==> src/hw/rtl/bpc_pkg.sv <==
// Shared types, register indexes and constants for the pressure compensation core.
// No dependencies.
package bpc_pkg;

    localparam int CfgIdxW  = 3;
    localparam int CfgDataW = 32;
    localparam int DivBits  = 32;
    localparam int DivSideW = 84;

    typedef enum logic [CfgIdxW-1:0] {
        REG_OSS    = 3'd0,
        REG_AC1AC2 = 3'd1,
        REG_AC3AC4 = 3'd2,
        REG_AC5AC6 = 3'd3,
        REG_B1B2   = 3'd4,
        REG_MCMD   = 3'd5
    } cfg_idx_t;

    typedef struct packed {
        logic signed [15:0] raw_temperature;
        logic        [18:0] raw_pressure;
    } in_word_t;

    typedef struct packed {
        logic signed [31:0] temperature_out;
        logic        [31:0] pressure_out;
        logic               divide_fault;
    } out_word_t;

    // one restoring division step: shift in a dividend bit, trial subtract
    typedef struct packed {
        logic [31:0] rem;
        logic [31:0] quo;
    } div_st_t;

    function automatic div_st_t div_step(div_st_t s, logic [31:0] d, logic [31:0] dvd_bits,
                                         logic [4:0] k);
        logic [32:0] r;
        logic [32:0] t;
        div_st_t     o;
        r = {s.rem, dvd_bits[k]};
        t = r - {1'b0, d};
        o.quo = {s.quo[30:0], ~t[32]};
        o.rem = t[32] ? r[31:0] : t[31:0];
        return o;
    endfunction

endpackage

==> src/hw/rtl/bpc_div_pipe.sv <==
// Pipelined unsigned 32-bit divider, four quotient bits per stage, with side payload.
// Depends on bpc_pkg.
module bpc_div_pipe
    import bpc_pkg::*;
(
    input  logic                clk,
    input  logic                rst_n,
    input  logic                adv,
    input  logic                in_valid,
    input  logic [31:0]         dividend,
    input  logic [31:0]         divisor,
    input  logic [DivSideW-1:0] side_in,
    output logic                out_valid,
    output logic [31:0]         quotient,
    output logic [DivSideW-1:0] side_out
);
    localparam int Bps    = 4;
    localparam int Stages = DivBits / Bps;

    logic                v_reg    [Stages];
    div_st_t             st_reg   [Stages];
    logic [31:0]         dvd_reg  [Stages];
    logic [31:0]         dsr_reg  [Stages];
    logic [DivSideW-1:0] side_reg [Stages];
    div_st_t             st_next  [Stages];

    always_comb
    begin
        div_st_t s;
        s.rem = '0;
        s.quo = '0;
        for (int j = 0; j < Bps; j++)
            s = div_step(s, divisor, dividend, 5'(31 - j));
        st_next[0] = s;
        for (int i = 1; i < Stages; i++)
        begin
            s = st_reg[i-1];
            for (int j = 0; j < Bps; j++)
                s = div_step(s, dsr_reg[i-1], dvd_reg[i-1], 5'(31 - i*Bps - j));
            st_next[i] = s;
        end
    end

    always_ff @(posedge clk or negedge rst_n)
    begin
        if (!rst_n)
        begin
            for (int i = 0; i < Stages; i++)
                v_reg[i] <= 1'b0;
        end
        else if (adv)
        begin
            v_reg[0] <= in_valid;
            for (int i = 1; i < Stages; i++)
                v_reg[i] <= v_reg[i-1];
        end
    end

    always_ff @(posedge clk)
    begin
        if (adv)
        begin
            st_reg[0]   <= st_next[0];
            dvd_reg[0]  <= dividend;
            dsr_reg[0]  <= divisor;
            side_reg[0] <= side_in;
            for (int i = 1; i < Stages; i++)
            begin
                st_reg[i]   <= st_next[i];
                dvd_reg[i]  <= dvd_reg[i-1];
                dsr_reg[i]  <= dsr_reg[i-1];
                side_reg[i] <= side_reg[i-1];
            end
        end
    end

    assign out_valid = v_reg[Stages-1];
    assign quotient  = st_reg[Stages-1].quo;
    assign side_out  = side_reg[Stages-1];
endmodule

==> config.mk <==
export PLATFORM = sky130hd
export DESIGN_NAME = bpc_div_pipe
export DESIGN_NICKNAME = d
export VERILOG_FILES = /design/src/hw/rtl/bpc_pkg.sv /design/src/hw/rtl/bpc_div_pipe.sv
export SDC_FILE = /design/constraint.sdc
export NUM_CORES = 2
export LEC_CHECK = 0
export ABC_AREA = 1
export BUFFER_PORTS_ARGS = -buffer_cell sky130_fd_sc_hd__buf_2
export CAP_MARGIN = 20
export CORE_MARGIN = 2
export CORE_UTILIZATION = 50
export DETAILED_ROUTE_END_ITERATION = 10
export PLACE_DENSITY = 0.73
export SETUP_SLACK_MARGIN = 0.1
export SYNTH_ARGS = -nofsm -noshare
export SYNTH_HDL_FRONTEND = slang
export SYNTH_SLANG_ARGS = --single-unit
export TNS_END_PERCENT = 1
==> constraint.sdc <==
create_clock -name clk -period 26.7 [get_ports clk]
set_input_delay 1.335 -clock clk [delete_from_list [all_inputs] [get_ports clk]]
set_output_delay 1.335 -clock clk [all_outputs]
set_load 0.02 [all_outputs]
# Yosys cells after proc, flatten, opt, wreduce, memory -nomap -nowiden
# Memory sizes are Yosys's and may differ from the RTL's.
# Cells that the tools add are included.
# W data, S select, Z words.
[totals]
ff_bits = 8
ram_bits = 1696
input_bits = 152
output_inout_bits = 117
wordCells = 110
mem_count = 4
[mem_list]
columns = ["name", "words", "width", "rd", "rd_clocked_by_memory_dff", "wr", "line_no", "rtl"]
rows = [
  ["side_reg", 8, 84, 8, 0, 8, "bpc_div_pipe.sv:24", "logic [DivSideW-1:0] side_reg [Stages];"],
  ["st_reg", 8, 64, 8, 0, 8, "bpc_div_pipe.sv:21", "div_st_t st_reg [Stages];"],
  ["dsr_reg", 8, 32, 7, 0, 8, "bpc_div_pipe.sv:23", "logic [31:0] dsr_reg [Stages];"],
  ["dvd_reg", 8, 32, 7, 0, 8, "bpc_div_pipe.sv:22", "logic [31:0] dvd_reg [Stages];"],
]
[op_classes]
n_addsub = 32
n_mux = 34
bitwise_logic = 32
[op_table]
columns = ["operator", "n"]
rows = [
  ["$mux W32", 32],
  ["$sub A33 B32 Y33", 31],
  ["$sub A1 B32 Y33", 1],
  ["$not A1 Y1", 32],
  ["$mux W1", 2],
]

# Logic depth before layout (Yosys ltp)
# An unclocked memory read counts as a cell.
[depth]
ltp_word = 9
mapped_depth = 67
mapped_depth_nobuf = 63

# Worst setup path after synthesis
# No wires, ideal clock.
[synth_path]
kind = "in2reg"
from = "in dividend[31]"
to = "mem st_reg[0][43] (netlist name), data pin"
setup_time_ps = 252
arrival_time_ps = 8421
t_required_ps = 26448
slack_ps = 18026
stages = 52
n_path_buf = 4
path_cell_list = "inv_1 ha_1 inv_1 ha_1 nand4_1 nor3_1 nand4_1 nor2_1 inv_1 nor2_1 nor2_1 fa_1 o21ai_2 a21o_1 nand3_1 nand2_1 nand2_1 nand2_1 [16 not listed] buf_4 buf_2 nand2_1 o21ai_0 ha_1 a21oi_1 o21ai_1 a21oi_1 o21ai_1 a21boi_0 o21ai_1 a21oi_1 inv_1 nand3_1 nand2_2 buf_4 nand2_1 nand2_1"
[synth_rtl]
columns = ["item", "line_no", "rtl"]
rows = [
  ["from (decl)", "bpc_div_pipe.sv:10", "input logic [31:0] dividend,"],
  ["to (decl)", "bpc_div_pipe.sv:21", ""],
]

==> impl_table.tex <==
\begin{tabular}{lr}
\hline
Metric & Value \\
\hline
\multicolumn{2}{l}{\textbf{Cells and area}} \\
Total number of nets in the final design & 14,800 \\
Most common cell after layout, fill and taps aside & sky130\_fd\_sc\_hd\_\_nand2\_1 \\
Post-synthesis to final-layout area growth & 7.77\% \\
Share of layout cells above drive strength 1 & 0.0529 \\
Most frequent cells in the layout & sky130\_fd\_sc\_hd\_\_nand2\_1 (3,333), sky130\_fd\_sc\_hd\_\_inv\_1 (1,458), sky130\_fd\_sc\_hd\_\_edfxtp\_1 (1,376) \\
Post-route core utilization & 0.543 \\
Number of flip-flops under the largest register name & 672 \\
\multicolumn{2}{l}{\textbf{STA}} \\
Worst hold slack & 0.364 ns \\
Aggregate negative setup slack & 0 ns \\
RSZ-0062 raised after global routing & false \\
Final number of hold-violating endpoints & 0 \\
Ratio of final minimum period to clock period & 0.475 \\
Final Setup Violations & 0 \\
Post-layout min period & 12.69 ns \\
Worst slew slack as a fraction of its limit & 0.315 \\
Slew @ Worst Pin & 1.02 ns \\
Worst clock skew & 0.0541 ns \\
Max-slew violation count & 0 \\
Worst Setup Slack, final & 14.01 ns \\
Maximum frequency from static timing analysis & 78.8 MHz \\
\multicolumn{2}{l}{\textbf{CTS}} \\
Buffer count from post-CTS setup fixing & 0 \\
Clock tree from TritonCTS & built \\
Later-pin clock latency in the skew report & 0.83 ns \\
Clock Path Buffers & 3 \\
Buffer cell driving the clock tree root & sky130\_fd\_sc\_hd\_\_clkbuf\_16 \\
Post-CTS sizing & 0 \\
H-tree levels & 4 \\
Number of buffers inserted for hold repair after clock tree synthesis & 0 \\
Number of CTS-inserted buffers & 155 \\
Clock slew at the register clock pins of the worst setup and hold paths & 0.06 ns \\
Number of sinks driven by the clock tree & 1,384 \\
\multicolumn{2}{l}{\textbf{Placement}} \\
Gpl congestion & 1.02 \\
Count of port buffers added during placement & 268 \\
DPL Wire Length & 262,000 um \\
Post-placement worst setup slack & 13.99 ns \\
\multicolumn{2}{l}{\textbf{Floorplanning}} \\
Initial cell density of the core & 0.504 \\
Area of the core & 215,000 um\^{}2 \\
Cell Rows & 170 \\
Vert. Die Dim & 470 um \\
Die area & 221,000 um\^{}2 \\
Die boundary width & 470 um \\
Num ports & 269 \\
\multicolumn{2}{l}{\textbf{Worst setup path}} \\
Startpoint Class & register \\
CP top delay family & simple AND/OR/NAND/NOR gates \\
Worst setup path class & register to register \\
Worst Reg2Reg Path Length in Cells & 55 \\
Number of cells on the critical path & 55 \\
Worst EP arrival & 13.22 ns \\
Data required time at the worst endpoint & 27.23 ns \\
Kind of capture point of the worst setup path & register \\
Most frequent cell on the critical path & sky130\_fd\_sc\_hd\_\_nand2\_1 \\
Largest stage delay on the critical path & 0.76 ns \\
Worst-path cell with the longest stage delay & sky130\_fd\_sc\_hd\_\_nand2\_2 \\
Worst-path maximum fanout & 54 \\
Crit path buffers/inverters & 9 \\
\multicolumn{2}{l}{\textbf{Yosys}} \\
Sequential cell area fraction in the yosys report & 0.383 \\
Yosys top cell by area & sky130\_fd\_sc\_hd\_\_edfxtp\_1 \\
FFs w/ async S/R, synth & 0.00578 \\
Proportion of netlist area held by the largest area contributor & 0.381 \\
Synthesized instance count & 13,500 \\
Synthesized area divided by synthesized cell count & 8.03 um\^{}2 \\
Cell Area, Synth & 108,000 um\^{}2 \\
Top\_reg\_cell synth & sky130\_fd\_sc\_hd\_\_edfxtp\_1 \\
Main area contributors after synthesis & sky130\_fd\_sc\_hd\_\_edfxtp\_1 (38\%), sky130\_fd\_sc\_hd\_\_nand2\_1 (12\%), sky130\_fd\_sc\_hd\_\_ha\_1 (11\%) \\
Synth unique cells & 60 \\
Total of flip-flops plus latches after synthesis & 1,384 \\
Number of enable-type register cells in the synthesized netlist & 1,376 \\
Ys Warns & 0 \\
\multicolumn{2}{l}{\textbf{Routing}} \\
Number of DRC violations after detailed routing & 1 \\
Total routed wirelength & 326,000 um \\
Detailed-router iteration count before antenna repair & 11 \\
Iteration-0 DRC Markers & 8,986 \\
Detailed-route via count & 93,600 \\
Routed len/inst & 19.6 um \\
Detail Route Antenna Nets & 0 \\
Routed via count divided by cell count & 5.63 \\
\multicolumn{2}{l}{\textbf{Global routing}} \\
GRT Residual Overflow & 0 \\
First-pass GRT wire length & 495,000 um \\
Overall routing resource usage & 0.285 \\
Initial antenna violation count & 16 \\
Largest net degree at the start of global routing & 171 \\
Via count of the first global-routing pass & 87,300 \\
\multicolumn{2}{l}{\textbf{Outcome}} \\
Status & complete, but fails checks \\
Failing checks & DRC \\
\multicolumn{2}{l}{\textbf{Hold path}} \\
Hold WC Path Type & input pin to async pin \\
\multicolumn{2}{l}{\textbf{Flow run}} \\
Number of maximum-capacitance violations & 0 \\
\hline
\end{tabular}
## cell type report
type	instances	area, um^2
Antenna cell	6	15.0
Clock buffer	178	3970
Clock inverter	103	1250
Fill cell	20400	98200
Inverter	1501	5630
Multi-Input combinational cell	10300	59200
Sequential cell	1384	41500
Tap cell	2838	3550
Timing Repair Buffer	314	1710
## cell families after synthesis
kind of cell / count (synthesis) / share of synthesized area
fa+ha+maj: 1023 / 0.120
xor+xnor: 825 / 0.0666
buf+inv: 1836 / 0.0715
compound gates: 2836 / 0.145
mux: 2 / 0.000208
simple gates: 5592 / 0.214
other cells: 1 / 0.0000346
flops: 1384 / 0.383
## metal layers
metal  global-route usage  up-vias  wire (um)
li1                     -    46500          -
met1                0.371    43200     139000
met2                0.474     3203     151000
met3               0.0390      736      20800
met4                0.124       10      15100
met5                    0        -         71
## Yosys cell counts (7+ instances only)
library cell,instances
sky130_fd_sc_hd__a2111oi_0,12
sky130_fd_sc_hd__a211oi_1,19
sky130_fd_sc_hd__a21boi_0,50
sky130_fd_sc_hd__a21o_1,72
sky130_fd_sc_hd__a21oi_1,1143
sky130_fd_sc_hd__a221oi_1,19
sky130_fd_sc_hd__a31o_2,7
sky130_fd_sc_hd__a31oi_1,107
sky130_fd_sc_hd__and2_1,22
sky130_fd_sc_hd__and3_1,9
sky130_fd_sc_hd__buf_2,126
sky130_fd_sc_hd__buf_4,148
sky130_fd_sc_hd__buf_6,20
sky130_fd_sc_hd__clkbuf_1,39
sky130_fd_sc_hd__dfrtp_1,8
sky130_fd_sc_hd__edfxtp_1,1376
sky130_fd_sc_hd__fa_1,30
sky130_fd_sc_hd__ha_1,993
sky130_fd_sc_hd__inv_1,1458
sky130_fd_sc_hd__inv_2,41
sky130_fd_sc_hd__nand2_1,3333
sky130_fd_sc_hd__nand2_2,36
sky130_fd_sc_hd__nand3_1,780
sky130_fd_sc_hd__nand3_2,18
sky130_fd_sc_hd__nand3b_1,32
sky130_fd_sc_hd__nand4_1,133
sky130_fd_sc_hd__nor2_1,964
sky130_fd_sc_hd__nor3_1,169
sky130_fd_sc_hd__nor4_1,42
sky130_fd_sc_hd__o2111ai_1,19
sky130_fd_sc_hd__o211ai_1,24
sky130_fd_sc_hd__o21a_1,60
sky130_fd_sc_hd__o21ai_0,786
sky130_fd_sc_hd__o21ai_1,315
sky130_fd_sc_hd__o21ai_2,31
sky130_fd_sc_hd__o21bai_1,130
sky130_fd_sc_hd__o221ai_1,14
sky130_fd_sc_hd__o311ai_0,8
sky130_fd_sc_hd__o31ai_1,8
sky130_fd_sc_hd__or2_1,9
sky130_fd_sc_hd__or2_2,25
sky130_fd_sc_hd__xnor2_1,387
sky130_fd_sc_hd__xor2_1,438
## stage by stage
step                cell area, um^2  instances
floorplan                    109000      13500
global placement             112000      16300
detailed placement           112000      16300
CTS                          117000      16600
global route                 117000      16600
finish                       117000      16600
## final timing paths
kind                                           from                       end  slack [ns]
hold / removal                                rst_n      v_reg[6]$_DFFE_PN0P_        0.36
max in group asynchronous                     rst_n      v_reg[1]$_DFFE_PN0P_       26.17
min in group clk           dvd_reg[1][19]$_DFFE_PP_  dvd_reg[2][19]$_DFFE_PP_        0.38
setup reg to reg           dsr_reg[5][19]$_DFFE_PP_  st_reg[1][188]$_DFFE_PP_       14.01
setup / recovery           dsr_reg[5][19]$_DFFE_PP_  st_reg[1][188]$_DFFE_PP_       14.01
hold reg to reg            dvd_reg[1][19]$_DFFE_PP_  dvd_reg[2][19]$_DFFE_PP_        0.38
Power is left out: the tool's default activity adds up to more than one toggle a clock period on the data nets, which glitch-free logic cannot reach.
